**config.mk**
```make
export PLATFORM = sky130hd
export DESIGN_NAME = scalar_kalman_filter_top
export DESIGN_NICKNAME = d
export VERILOG_FILES = /design/src/hdl/skf_pkg.sv /design/src/hdl/skf_div.sv /design/src/hdl/skf_dp.sv /design/src/hdl/skf_ctrl.sv /design/src/hdl/scalar_kalman_filter_top.sv
export SDC_FILE = /design/constraint.sdc
export NUM_CORES = 2
export LEC_CHECK = 0
export BUFFER_PORTS_ARGS = -buffer_cell sky130_fd_sc_hd__clkbuf_2
export CORE_UTILIZATION = 35
export DETAILED_ROUTE_END_ITERATION = 12
export PLACE_DENSITY_LB_ADDON = 0.12
export SLEW_MARGIN = 30
export SYNTH_ARGS = -nofsm -noshare
export SYNTH_HDL_FRONTEND = slang
export SYNTH_SLANG_ARGS = --single-unit
```
**constraint.sdc**
```tcl
create_clock -name aclk -period 13.16 [get_ports aclk]
set_input_delay 0.658 -clock aclk [delete_from_list [all_inputs] [get_ports aclk]]
set_output_delay 0.658 -clock aclk [all_outputs]
set_load 0.005 [all_outputs]
```
**src/hdl/skf_pkg.sv**
```systemverilog
// ----------------------------------------------------------------------------
// skf_pkg
// Shared types and constants of the scalar Kalman filter: data widths,
// register indexes, datapath operation codes and the control/status bundles.
// ----------------------------------------------------------------------------
package skf_pkg;

    localparam int FRAC_BITS = 16;
    localparam int DATA_W    = 32;
    localparam int WORD_W    = 16;
    localparam int CFG_IDX_W = 8;
    localparam int PROD_W    = 2 * DATA_W;
    localparam int SUM_W     = DATA_W + 3;
    localparam int DIV_BITS  = DATA_W + FRAC_BITS;
    localparam int CNT_W     = $clog2(DIV_BITS + 1);

    localparam logic [DATA_W-1:0] ONE_FX  = DATA_W'(64'd1 << FRAC_BITS);
    localparam logic [DATA_W-1:0] Q_RESET = DATA_W'(((64'd1 << FRAC_BITS) + 64'd5) / 64'd10);

    localparam logic [CFG_IDX_W-1:0] REG_PROCESS_NOISE    = CFG_IDX_W'(0);
    localparam logic [CFG_IDX_W-1:0] REG_MEASURE_NOISE    = CFG_IDX_W'(1);
    localparam logic [CFG_IDX_W-1:0] REG_TRANSITION_COEFF = CFG_IDX_W'(2);
    localparam logic [CFG_IDX_W-1:0] REG_OBSERVE_COEFF    = CFG_IDX_W'(3);

    typedef enum logic [3:0] {
        OP_AX,
        OP_AA,
        OP_AAP,
        OP_PH,
        OP_NUMH,
        OP_HX,
        OP_GI,
        OP_GH,
        OP_OMP
    } skf_op_t;

    typedef struct packed {
        logic    load;
        logic    mul_en;
        logic    post_en;
        skf_op_t op;
        logic    div_start;
        logic    out_load;
    } skf_cmd_t;

    typedef struct packed {
        logic div_done;
        logic out_free;
    } skf_status_t;

endpackage

```
**src/hdl/skf_div.sv**
```systemverilog
// ----------------------------------------------------------------------------
// skf_div
// Serial restoring divider for the gain: (num * 2^FRAC_BITS) / den, truncated
// toward zero and saturated to the signed 32-bit range, one bit per cycle.
// ----------------------------------------------------------------------------
module skf_div (
    input  logic                               aclk,
    input  logic                               aresetn,
    input  logic                               start,
    input  logic signed [skf_pkg::DATA_W-1:0]  num,
    input  logic signed [skf_pkg::DATA_W-1:0]  den,
    output logic                               done,
    output logic signed [skf_pkg::DATA_W-1:0]  quot
);
    import skf_pkg::*;

    logic                       busy_reg;
    logic                       fin_reg;
    logic                       done_reg;
    logic [CNT_W-1:0]           cnt_reg;
    logic [DATA_W-1:0]          rem_reg;
    logic [DIV_BITS-1:0]        dvd_reg;
    logic [DATA_W-1:0]          dmag_reg;
    logic                       neg_reg;
    logic signed [DATA_W-1:0]   quot_reg;

    logic [DATA_W-1:0]          num_mag;
    logic [DATA_W-1:0]          den_mag;
    logic [DATA_W+1:0]          trial;
    logic                       fits;
    logic                       over_pos;
    logic                       over_neg;
    logic [DATA_W-1:0]          q_low;
    logic signed [DATA_W-1:0]   q_sat;

    assign num_mag = num[DATA_W-1] ? (~num + 1'b1) : num;
    assign den_mag = den[DATA_W-1] ? (~den + 1'b1) : den;

    assign trial = {1'b0, rem_reg, dvd_reg[DIV_BITS-1]} - {2'b00, dmag_reg};
    assign fits  = ~trial[DATA_W+1];

    assign q_low    = dvd_reg[DATA_W-1:0];
    assign over_pos = |dvd_reg[DIV_BITS-1:DATA_W-1];
    assign over_neg = (|dvd_reg[DIV_BITS-1:DATA_W])
                    | (dvd_reg[DATA_W-1] & (|dvd_reg[DATA_W-2:0]));

    always_comb begin
        if (neg_reg) begin
            if (over_neg) begin
                q_sat = {1'b1, {(DATA_W-1){1'b0}}};
            end else begin
                q_sat = ~q_low + 1'b1;
            end
        end else begin
            if (over_pos) begin
                q_sat = {1'b0, {(DATA_W-1){1'b1}}};
            end else begin
                q_sat = q_low;
            end
        end
    end

    always_ff @(posedge aclk) begin
        if (!aresetn) begin
            busy_reg <= 1'b0;
            fin_reg  <= 1'b0;
            done_reg <= 1'b0;
            cnt_reg  <= '0;
        end else if (start) begin
            busy_reg <= 1'b1;
            fin_reg  <= 1'b0;
            done_reg <= 1'b0;
            cnt_reg  <= CNT_W'(DIV_BITS);
        end else if (busy_reg) begin
            cnt_reg <= cnt_reg - 1'b1;
            if (cnt_reg == CNT_W'(1)) begin
                busy_reg <= 1'b0;
                fin_reg  <= 1'b1;
            end
        end else if (fin_reg) begin
            fin_reg  <= 1'b0;
            done_reg <= 1'b1;
        end
    end

    always_ff @(posedge aclk) begin
        if (start) begin
            rem_reg  <= '0;
            dvd_reg  <= {num_mag, {FRAC_BITS{1'b0}}};
            dmag_reg <= den_mag;
            neg_reg  <= num[DATA_W-1] ^ den[DATA_W-1];
        end else if (busy_reg) begin
            if (fits) begin
                rem_reg <= trial[DATA_W-1:0];
            end else begin
                rem_reg <= {rem_reg[DATA_W-2:0], dvd_reg[DIV_BITS-1]};
            end
            dvd_reg <= {dvd_reg[DIV_BITS-2:0], fits};
        end
        if (fin_reg) begin
            quot_reg <= q_sat;
        end
    end

    assign done = done_reg;
    assign quot = quot_reg;

endmodule

```
**src/hdl/skf_dp.sv**
```systemverilog
// ----------------------------------------------------------------------------
// skf_dp
// Datapath: configuration registers, filter state, one shared registered
// 32x32 multiplier with a saturating add stage, the gain divider and the
// output register.
// ----------------------------------------------------------------------------
module skf_dp (
    input  logic                                 aclk,
    input  logic                                 aresetn,
    input  skf_pkg::skf_cmd_t                    cmd,
    output skf_pkg::skf_status_t                 status,
    input  logic signed [skf_pkg::DATA_W-1:0]    s_measurement,
    input  logic                                 cfg_valid,
    input  logic [skf_pkg::CFG_IDX_W-1:0]        cfg_index,
    input  logic [skf_pkg::DATA_W-1:0]           cfg_data,
    output logic                                 m_valid,
    input  logic                                 m_ready,
    output logic signed [skf_pkg::WORD_W-1:0]    m_estimate_word,
    output logic signed [skf_pkg::DATA_W-1:0]    m_estimate_full,
    output logic signed [skf_pkg::DATA_W-1:0]    m_gain_value,
    output logic                                 m_zero_divisor
);
    import skf_pkg::*;

    localparam logic signed [PROD_W-1:0] PROD_MAX =
        {{(PROD_W-DATA_W+1){1'b0}}, {(DATA_W-1){1'b1}}};
    localparam logic signed [PROD_W-1:0] PROD_MIN =
        {{(PROD_W-DATA_W+1){1'b1}}, {(DATA_W-1){1'b0}}};
    localparam logic signed [SUM_W-1:0] SUM_MAX =
        {{(SUM_W-DATA_W+1){1'b0}}, {(DATA_W-1){1'b1}}};
    localparam logic signed [SUM_W-1:0] SUM_MIN =
        {{(SUM_W-DATA_W+1){1'b1}}, {(DATA_W-1){1'b0}}};
    localparam logic signed [SUM_W-1:0] ONE_SUM = {{(SUM_W-DATA_W){1'b0}}, ONE_FX};
    localparam logic signed [DATA_W:0] WORD_MAX =
        {{(DATA_W-WORD_W+2){1'b0}}, {(WORD_W-1){1'b1}}};
    localparam logic signed [DATA_W:0] WORD_MIN =
        {{(DATA_W-WORD_W+2){1'b1}}, {(WORD_W-1){1'b0}}};

    function automatic logic signed [DATA_W-1:0] sat_prod(input logic signed [PROD_W-1:0] v);
        logic signed [PROD_W-1:0] sh;
        sh = v >>> FRAC_BITS;
        if (sh > PROD_MAX) begin
            return PROD_MAX[DATA_W-1:0];
        end else if (sh < PROD_MIN) begin
            return PROD_MIN[DATA_W-1:0];
        end
        return sh[DATA_W-1:0];
    endfunction

    function automatic logic signed [DATA_W-1:0] sat_sum(input logic signed [SUM_W-1:0] v);
        if (v > SUM_MAX) begin
            return SUM_MAX[DATA_W-1:0];
        end else if (v < SUM_MIN) begin
            return SUM_MIN[DATA_W-1:0];
        end
        return v[DATA_W-1:0];
    endfunction

    logic [DATA_W-1:0]          q_reg;
    logic [DATA_W-1:0]          r_reg;
    logic signed [DATA_W-1:0]   a_reg;
    logic signed [DATA_W-1:0]   h_reg;

    logic signed [DATA_W-1:0]   x_reg;
    logic signed [DATA_W-1:0]   p_reg;
    logic signed [DATA_W-1:0]   z_reg;
    logic signed [DATA_W-1:0]   xp_reg;
    logic signed [DATA_W-1:0]   aa_reg;
    logic signed [DATA_W-1:0]   pp_reg;
    logic signed [DATA_W-1:0]   num_reg;
    logic signed [DATA_W-1:0]   den_reg;
    logic signed [DATA_W-1:0]   innov_reg;
    logic signed [DATA_W-1:0]   om_reg;
    logic                       zero_reg;
    logic signed [PROD_W-1:0]   prod_reg;

    logic                       m_valid_reg;
    logic signed [WORD_W-1:0]   word_reg;
    logic signed [DATA_W-1:0]   full_reg;
    logic signed [DATA_W-1:0]   gain_out_reg;
    logic                       zero_out_reg;

    logic                       cfg_hit;
    logic signed [DATA_W-1:0]   op_a;
    logic signed [DATA_W-1:0]   op_b;
    logic signed [DATA_W-1:0]   mul_res;
    logic signed [SUM_W-1:0]    addend;
    logic                       negate;
    logic signed [SUM_W-1:0]    mul_ext;
    logic signed [DATA_W-1:0]   post_res;
    logic                       div_done;
    logic signed [DATA_W-1:0]   div_quot;
    logic signed [DATA_W-1:0]   gain;
    logic signed [DATA_W-1:0]   x_trunc;
    logic signed [DATA_W:0]     word_wide;
    logic signed [WORD_W-1:0]   word_sat;

    always_comb begin
        unique case (cfg_index)
            REG_PROCESS_NOISE:    cfg_hit = 1'b1;
            REG_MEASURE_NOISE:    cfg_hit = 1'b1;
            REG_TRANSITION_COEFF: cfg_hit = 1'b1;
            REG_OBSERVE_COEFF:    cfg_hit = 1'b1;
            default:              cfg_hit = 1'b0;
        endcase
    end

    always_ff @(posedge aclk) begin
        if (!aresetn) begin
            q_reg <= Q_RESET;
            r_reg <= ONE_FX;
            a_reg <= ONE_FX;
            h_reg <= ONE_FX;
        end else if (cfg_valid) begin
            unique case (cfg_index)
                REG_PROCESS_NOISE:    q_reg <= cfg_data;
                REG_MEASURE_NOISE:    r_reg <= cfg_data;
                REG_TRANSITION_COEFF: a_reg <= cfg_data;
                REG_OBSERVE_COEFF:    h_reg <= cfg_data;
                default: begin
                end
            endcase
        end
    end

    always_comb begin
        unique case (cmd.op)
            OP_AX:   begin op_a = a_reg;   op_b = x_reg;     end
            OP_AA:   begin op_a = a_reg;   op_b = a_reg;     end
            OP_AAP:  begin op_a = aa_reg;  op_b = p_reg;     end
            OP_PH:   begin op_a = pp_reg;  op_b = h_reg;     end
            OP_NUMH: begin op_a = num_reg; op_b = h_reg;     end
            OP_HX:   begin op_a = h_reg;   op_b = xp_reg;    end
            OP_GI:   begin op_a = gain;    op_b = innov_reg; end
            OP_GH:   begin op_a = gain;    op_b = h_reg;     end
            OP_OMP:  begin op_a = om_reg;  op_b = pp_reg;    end
            default: begin op_a = '0;      op_b = '0;        end
        endcase
    end

    always_ff @(posedge aclk) begin
        if (cmd.mul_en) begin
            prod_reg <= op_a * op_b;
        end
    end

    assign mul_res = sat_prod(prod_reg);
    assign mul_ext = {{(SUM_W-DATA_W){mul_res[DATA_W-1]}}, mul_res};

    always_comb begin
        negate = 1'b0;
        unique case (cmd.op)
            OP_AAP:  addend = {{(SUM_W-DATA_W){1'b0}}, q_reg};
            OP_NUMH: addend = {{(SUM_W-DATA_W){1'b0}}, r_reg};
            OP_HX: begin
                addend = {{(SUM_W-DATA_W){z_reg[DATA_W-1]}}, z_reg};
                negate = 1'b1;
            end
            OP_GI:   addend = {{(SUM_W-DATA_W){xp_reg[DATA_W-1]}}, xp_reg};
            OP_GH: begin
                addend = ONE_SUM;
                negate = 1'b1;
            end
            default: addend = '0;
        endcase
    end

    assign post_res = sat_sum(negate ? (addend - mul_ext) : (addend + mul_ext));

    always_ff @(posedge aclk) begin
        if (cmd.load) begin
            z_reg <= s_measurement;
        end
        if (cmd.div_start) begin
            zero_reg <= (den_reg == '0);
        end
        if (cmd.post_en) begin
            unique case (cmd.op)
                OP_AX:   xp_reg    <= post_res;
                OP_AA:   aa_reg    <= post_res;
                OP_AAP:  pp_reg    <= post_res;
                OP_PH:   num_reg   <= post_res;
                OP_NUMH: den_reg   <= post_res;
                OP_HX:   innov_reg <= post_res;
                OP_GH:   om_reg    <= post_res;
                default: begin
                end
            endcase
        end
    end

    always_ff @(posedge aclk) begin
        if (!aresetn) begin
            x_reg <= '0;
            p_reg <= '0;
        end else if (cfg_valid && cfg_hit) begin
            x_reg <= '0;
            p_reg <= '0;
        end else if (cmd.post_en && cmd.op == OP_GI) begin
            x_reg <= post_res;
        end else if (cmd.post_en && cmd.op == OP_OMP) begin
            p_reg <= post_res;
        end
    end

    skf_div u_div (
        .aclk    (aclk),
        .aresetn (aresetn),
        .start   (cmd.div_start),
        .num     (num_reg),
        .den     (den_reg),
        .done    (div_done),
        .quot    (div_quot)
    );

    assign gain = zero_reg ? '0 : div_quot;

    assign x_trunc   = x_reg >>> FRAC_BITS;
    assign word_wide = {x_trunc[DATA_W-1], x_trunc}
                     + {{DATA_W{1'b0}}, (x_reg[DATA_W-1] & (|x_reg[FRAC_BITS-1:0]))};

    always_comb begin
        if (word_wide > WORD_MAX) begin
            word_sat = WORD_MAX[WORD_W-1:0];
        end else if (word_wide < WORD_MIN) begin
            word_sat = WORD_MIN[WORD_W-1:0];
        end else begin
            word_sat = word_wide[WORD_W-1:0];
        end
    end

    always_ff @(posedge aclk) begin
        if (!aresetn) begin
            m_valid_reg <= 1'b0;
        end else if (cmd.out_load) begin
            m_valid_reg <= 1'b1;
        end else if (m_ready) begin
            m_valid_reg <= 1'b0;
        end
    end

    always_ff @(posedge aclk) begin
        if (cmd.out_load) begin
            word_reg     <= word_sat;
            full_reg     <= x_reg;
            gain_out_reg <= gain;
            zero_out_reg <= zero_reg;
        end
    end

    assign status.div_done = div_done;
    assign status.out_free = ~m_valid_reg | m_ready;

    assign m_valid         = m_valid_reg;
    assign m_estimate_word = word_reg;
    assign m_estimate_full = full_reg;
    assign m_gain_value    = gain_out_reg;
    assign m_zero_divisor  = zero_out_reg;

endmodule

```
**src/hdl/skf_ctrl.sv**
```systemverilog
// ----------------------------------------------------------------------------
// skf_ctrl
// Controller: steps one measurement through the multiply passes, starts the
// gain division and runs the innovation multiply while the divider works.
// ----------------------------------------------------------------------------
module skf_ctrl (
    input  logic                  aclk,
    input  logic                  aresetn,
    input  logic                  s_valid,
    output logic                  s_ready,
    output skf_pkg::skf_cmd_t     cmd,
    input  skf_pkg::skf_status_t  status
);
    import skf_pkg::*;

    typedef enum logic [2:0] {
        S_IDLE,
        S_MUL,
        S_POST,
        S_DIV,
        S_DIV_WAIT,
        S_DONE
    } state_t;

    state_t  state_reg;
    skf_op_t op_reg;
    skf_op_t op_succ;

    always_comb begin
        unique case (op_reg)
            OP_AX:   op_succ = OP_AA;
            OP_AA:   op_succ = OP_AAP;
            OP_AAP:  op_succ = OP_PH;
            OP_PH:   op_succ = OP_NUMH;
            OP_GI:   op_succ = OP_GH;
            OP_GH:   op_succ = OP_OMP;
            default: op_succ = OP_AX;
        endcase
    end

    always_ff @(posedge aclk) begin
        if (!aresetn) begin
            state_reg <= S_IDLE;
            op_reg    <= OP_AX;
        end else begin
            unique case (state_reg)
                S_IDLE: begin
                    if (s_valid) begin
                        state_reg <= S_MUL;
                        op_reg    <= OP_AX;
                    end
                end
                S_MUL: begin
                    state_reg <= S_POST;
                end
                S_POST: begin
                    if (op_reg == OP_NUMH) begin
                        state_reg <= S_DIV;
                    end else if (op_reg == OP_HX) begin
                        state_reg <= S_DIV_WAIT;
                    end else if (op_reg == OP_OMP) begin
                        state_reg <= S_DONE;
                    end else begin
                        state_reg <= S_MUL;
                        op_reg    <= op_succ;
                    end
                end
                S_DIV: begin
                    state_reg <= S_MUL;
                    op_reg    <= OP_HX;
                end
                S_DIV_WAIT: begin
                    if (status.div_done) begin
                        state_reg <= S_MUL;
                        op_reg    <= OP_GI;
                    end
                end
                S_DONE: begin
                    if (status.out_free) begin
                        state_reg <= S_IDLE;
                    end
                end
                default: begin
                    state_reg <= S_IDLE;
                end
            endcase
        end
    end

    assign s_ready       = (state_reg == S_IDLE);
    assign cmd.load      = s_valid && (state_reg == S_IDLE);
    assign cmd.mul_en    = (state_reg == S_MUL);
    assign cmd.post_en   = (state_reg == S_POST);
    assign cmd.op        = op_reg;
    assign cmd.div_start = (state_reg == S_DIV);
    assign cmd.out_load  = (state_reg == S_DONE) && status.out_free;

endmodule

```
**src/hdl/scalar_kalman_filter_top.sv**
```systemverilog
// ----------------------------------------------------------------------------
// scalar_kalman_filter_top
// One-dimensional Kalman filter in signed Q16.16 fixed point: one estimate,
// gain and zero-divisor flag per measurement transaction.
//
//   Channel   Handshake              Payload
//   input     s_valid / s_ready      s_measurement
//   result    m_valid / m_ready      m_estimate_word, m_estimate_full,
//                                    m_gain_value, m_zero_divisor
//   config    cfg_valid / cfg_ready  cfg_index, cfg_data
//
// A result becomes valid after the last pass and the output load; s_ready
// rises in the same cycle, so the next measurement can be accepted then. The
// serial gain divider takes most of the time for a measurement: 48
// iterations, a saturation step and a done step, with the innovation multiply
// run alongside. The eight other passes through the single shared 32x32
// multiplier each take a multiply state and an add state, and the divider
// start and the output load take one state each. One measurement is processed
// at a time. A finished result waits in the output register while the next
// measurement is taken; that next result then holds off s_ready until the
// output is free. Reset is synchronous and active low.
// ----------------------------------------------------------------------------
module scalar_kalman_filter_top (
    input  logic                                 aclk,
    input  logic                                 aresetn,
    input  logic                                 s_valid,
    output logic                                 s_ready,
    input  logic signed [skf_pkg::DATA_W-1:0]    s_measurement,
    output logic                                 m_valid,
    input  logic                                 m_ready,
    output logic signed [skf_pkg::WORD_W-1:0]    m_estimate_word,
    output logic signed [skf_pkg::DATA_W-1:0]    m_estimate_full,
    output logic signed [skf_pkg::DATA_W-1:0]    m_gain_value,
    output logic                                 m_zero_divisor,
    input  logic                                 cfg_valid,
    output logic                                 cfg_ready,
    input  logic [skf_pkg::CFG_IDX_W-1:0]        cfg_index,
    input  logic [skf_pkg::DATA_W-1:0]           cfg_data
);
    import skf_pkg::*;

    skf_cmd_t    cmd;
    skf_status_t status;

    assign cfg_ready = 1'b1;

    skf_ctrl u_ctrl (
        .aclk    (aclk),
        .aresetn (aresetn),
        .s_valid (s_valid),
        .s_ready (s_ready),
        .cmd     (cmd),
        .status  (status)
    );

    skf_dp u_dp (
        .aclk            (aclk),
        .aresetn         (aresetn),
        .cmd             (cmd),
        .status          (status),
        .s_measurement   (s_measurement),
        .cfg_valid       (cfg_valid),
        .cfg_index       (cfg_index),
        .cfg_data        (cfg_data),
        .m_valid         (m_valid),
        .m_ready         (m_ready),
        .m_estimate_word (m_estimate_word),
        .m_estimate_full (m_estimate_full),
        .m_gain_value    (m_gain_value),
        .m_zero_divisor  (m_zero_divisor)
    );

endmodule
```
==> results.py <==
metrics = {
    "place": {
        "detailedPlacementHpwl_mm": 207,
        "place.detailed.instances": 9940,
        "routabilityCongestion": 0.940,
        "numPortBuffers": 159,
    },
    "synth": {
        "mappedNetlistArea_mm2": 0.0703,
        "yosys_warnings": 0,
        "synth-compound-area-share_pct": 11.1,
        "synth_ff_type": "sky130_fd_sc_hd__edfxtp_1",
        "ranking_of_synthesized_cells_by_instance_count": "1,171 x sky130_fd_sc_hd__inv_1, 1,083 x sky130_fd_sc_hd__fa_1, 1,068 x sky130_fd_sc_hd__nand2_1",
        "synth-seq-area-share_pct": 28.0,
        "synth_top_area_share_pct": 30.9,
        "synthesis.nets": 8722,
        "synth_simple_gate_area_share_pct": 14.1,
        "synth_area_leaders": "sky130_fd_sc_hd__fa_1 31%, sky130_fd_sc_hd__edfxtp_1 21%, sky130_fd_sc_hd__dfxtp_1 7.3%",
        "post_synth_xor_area_fraction_pct": 2.48,
        "synth_edf_count": 483,
        "main_combinational_cell_family_by_area_after_synthesis": "adder cells",
        "post-synth-top-count-cell": "sky130_fd_sc_hd__inv_1",
        "synth-async-reset-ratio_pct": 0,
        "synth_seq_cells": 740,
        "yosysTopAreaCell": "sky130_fd_sc_hd__fa_1",
        "yosys.area_share.adder_pct": 35.4,
        "synth.area.mux_share_pct": 0.588,
        "syn_avg_cell_area_um2": 9.61,
        "synth_cell_types": 81,
        "netlist_instances": 7308,
    },
    "power": {
        "vdd.ir_drop.worst_mv": 0.108,
        "power_density_mw_per_mm2": 95.2,
        "leakagePower_nw": 33.2,
    },
    "finish": {
        "layout-drive-gt1-share_pct": 8.13,
        "post_layout_nets": 8788,
        "syn2layout_area_growth_pct": 10.6,
        "final.fill_count": 19900,
        "finish.cell_count_without_fillers": 10100,
    },
    "setup_path": {
        "worst_path_max_delay_cell": "sky130_fd_sc_hd__dfxtp_1",
        "ff_to_ff_end": "u_dp.prod_reg[63]",
        "timing.critical_path.to_type": "register",
        "crit_path_frequent_cell": "sky130_fd_sc_hd__fa_1",
        "critical_path_fanout_max": 23,
        "startpoint": "u_ctrl.op_reg[2]",
        "timing.rr.start": "u_ctrl.op_reg[2]",
        "critical-path-max-stage-delay_ns": 0.88,
        "worst_setup_path_start_kind": "register",
        "required_ns": 13.62,
        "ff2ff_setup_slack_ns": 0.98,
        "cp.arrival_ns": 12.64,
        "setup.worst_path.class": "reg2reg",
        "reg2reg_depth": 32,
    },
    "sta": {
        "worst_pin_slew_ns": 1.16,
        "layout_min_cycle_time_ns": 12.18,
        "layout_worst_path_cycle_share_pct": 92.6,
        "clock-skew-final_ns": 0.0408,
        "timing.final.setup_violations": 0,
        "finalHoldViolations": 0,
        "timing.fmax_ghz": 0.0821,
        "slew_violations": 0,
        "timing.slew.headroom_pct": 22.5,
        "grt_setup_unrepaired": "no",
        "fin_tns_setup_ns": 0,
    },
    "routing": {
        "dr.first_iter.drc_count": 5388,
        "antenna_left": 0,
        "routed_wirelength_mm": 266,
        "routed_wire_length_per_instance_um": 26.3,
        "num_vias": 54600,
        "detailedRoute.firstPassIterationCount": 13,
        "route.detailed.vias_per_inst": 5.40,
        "post-route-drc-count": 0,
    },
    "clocking": {
        "worst_skew_pair.late_latency_ns": 0.72,
        "ctsHoldBuffers": 0,
        "cts_tree": "done",
        "cts.sinks": 740,
        "clk_pin_slew_worst_paths_ns": 0.08,
        "total_number_of_h_tree_levels": 3,
        "post_cts_resized": 0,
        "clockRootBuffer": "sky130_fd_sc_hd__clkbuf_16",
        "postCtsSetupRepairBufs": 0,
        "cts_max_path_buffers": 3,
        "num_cts_buffers": 84,
    },
    "global_route": {
        "pin_count_of_the_biggest_net_entering_global_routing": 94,
        "antenna_violations_before_repair": 13,
        "grt_pass1_vias": 55700,
        "wire_length_of_the_first_global_routing_pass_mm": 391,
        "grt_util_all_layers_pct": 26.4,
        "grt.overflow.total": 0,
    },
    "floorplan": {
        "die_h_um": 450,
        "initial_utilization_pct": 35.2,
        "floorplan.die.width_um": 450,
        "rows": 164,
        "io_pins": 161,
        "design.die.area_mm2": 0.203,
        "design.core.area_mm2": 0.200,
    },
    "hold_path": {
        "worstHoldStart": "s_measurement[7]",
        "hp-class": "in2reg",
        "holdPathEnd": "u_dp.z_reg[7]",
        "worst_hold_path.num_cells": 1,
    },
    "flow_run": {
        "maxCapViolations": 0,
    },
    "status": {
        "run_status": "complete, no violations",
    },
}
[layout by cell type, fill, tap and decap left out, types with 124 or more instances in the layout]
cell type / Yosys / final
sky130_fd_sc_hd__a21boi_0: 136 / 136
sky130_fd_sc_hd__a21oi_1: 194 / 177
sky130_fd_sc_hd__a22oi_1: 184 / 184
sky130_fd_sc_hd__buf_4: 1 / 208
sky130_fd_sc_hd__clkbuf_2: 0 / 158
sky130_fd_sc_hd__dfxtp_1: 257 / 256
sky130_fd_sc_hd__edfxtp_1: 483 / 483
sky130_fd_sc_hd__fa_1: 1083 / 1082
sky130_fd_sc_hd__ha_1: 254 / 254
sky130_fd_sc_hd__inv_1: 1171 / 1169
sky130_fd_sc_hd__nand2_1: 1068 / 1065
sky130_fd_sc_hd__nor2_1: 650 / 640
sky130_fd_sc_hd__o21ai_0: 231 / 226
sky130_fd_sc_hd__xnor2_1: 124 / 124
[worst max-delay path: cells and delay by family, from the launching register on]
kind / cells / cell delay [ns]
AOI/OAI and AO/OA: 9 / 2.42
adders and majority gates: 9 / 4.81
and+or+nand+nor: 7 / 2.09
DFF: 1 / 0.88
xor gates and xnor gates: 1 / 0.09
buffers and inverters: 6 / 1.59
[final cells by class]
class,count,area [µm²],area share (%)
inverter,1172,4400,5.66
multi-input combinational,4998,45000,58.0
timing repair buffer,378,2520,3.24
antenna,2,5.00,0.00644
sequential,740,19700,25.3
clock buffer,118,2370,3.05
tap,2656,3320,4.28
clock inverter,37,382,0.491
[cells by family after synthesis]
| kind of cell | after synthesis |
|---|---|
| DFF | 740 |
| and+or+nand+nor | 2272 |
| other | 1 |
| buffers and inverters | 1570 |
| xor gates and xnor gates | 198 |
| adders and majority gates | 1337 |
| muxes | 41 |
| AOI/OAI and AO/OA | 1149 |
[per-stage QoR]
stage	util (%)	total power, mW	hold slack, ns	setup WS [ns]	instance area [µm²]
final	38.9	7.39	0.136	0.980	77700
after global routing	38.9	7.69	0.101	0.171	77700
after CTS	38.9	7.41	0.0907	1.18	77600
after detailed placement	37.5	4.98	0.457	1.24	74900
after global placement	37.4	4.96	0.449	0.808	74700
after floorplan	-	4.01	0.406	3.09	70300
[routing by layer]
layer	GRT usage [%]	vias up	routed length (µm)
met5	0	-	37
met2	42.0	2077	122000
li1	-	23800	-
met3	3.89	403	18300
met4	9.05	4	10700
met1	36.7	28300	114000
[worst max-delay path by stage]
stage,cells past startpoint,end
2_1_floorplan,36,u_dp.prod_reg[56]
3_3_place_gp,29,u_dp.prod_reg[59]
3_5_place_dp,30,u_dp.prod_reg[60]
4_1_cts,30,u_dp.prod_reg[60]
5_1_grt,32,u_dp.prod_reg[56]
6_report,32,u_dp.prod_reg[63]
[power breakdown]
| part | switching (mW) | internal, mW | total, mW | leakage [nW] |
|---|---|---|---|---|
| logic | 1.53 | 0.654 | 2.18 | 25.5 |
| clock network | 1.07 | 1.35 | 2.42 | 1.34 |
| registers | 0.115 | 2.68 | 2.79 | 6.41 |
| total | 2.71 | 4.68 | 7.39 | 33.2 |
No activity file was read; power rests on OpenSTA's default activity.
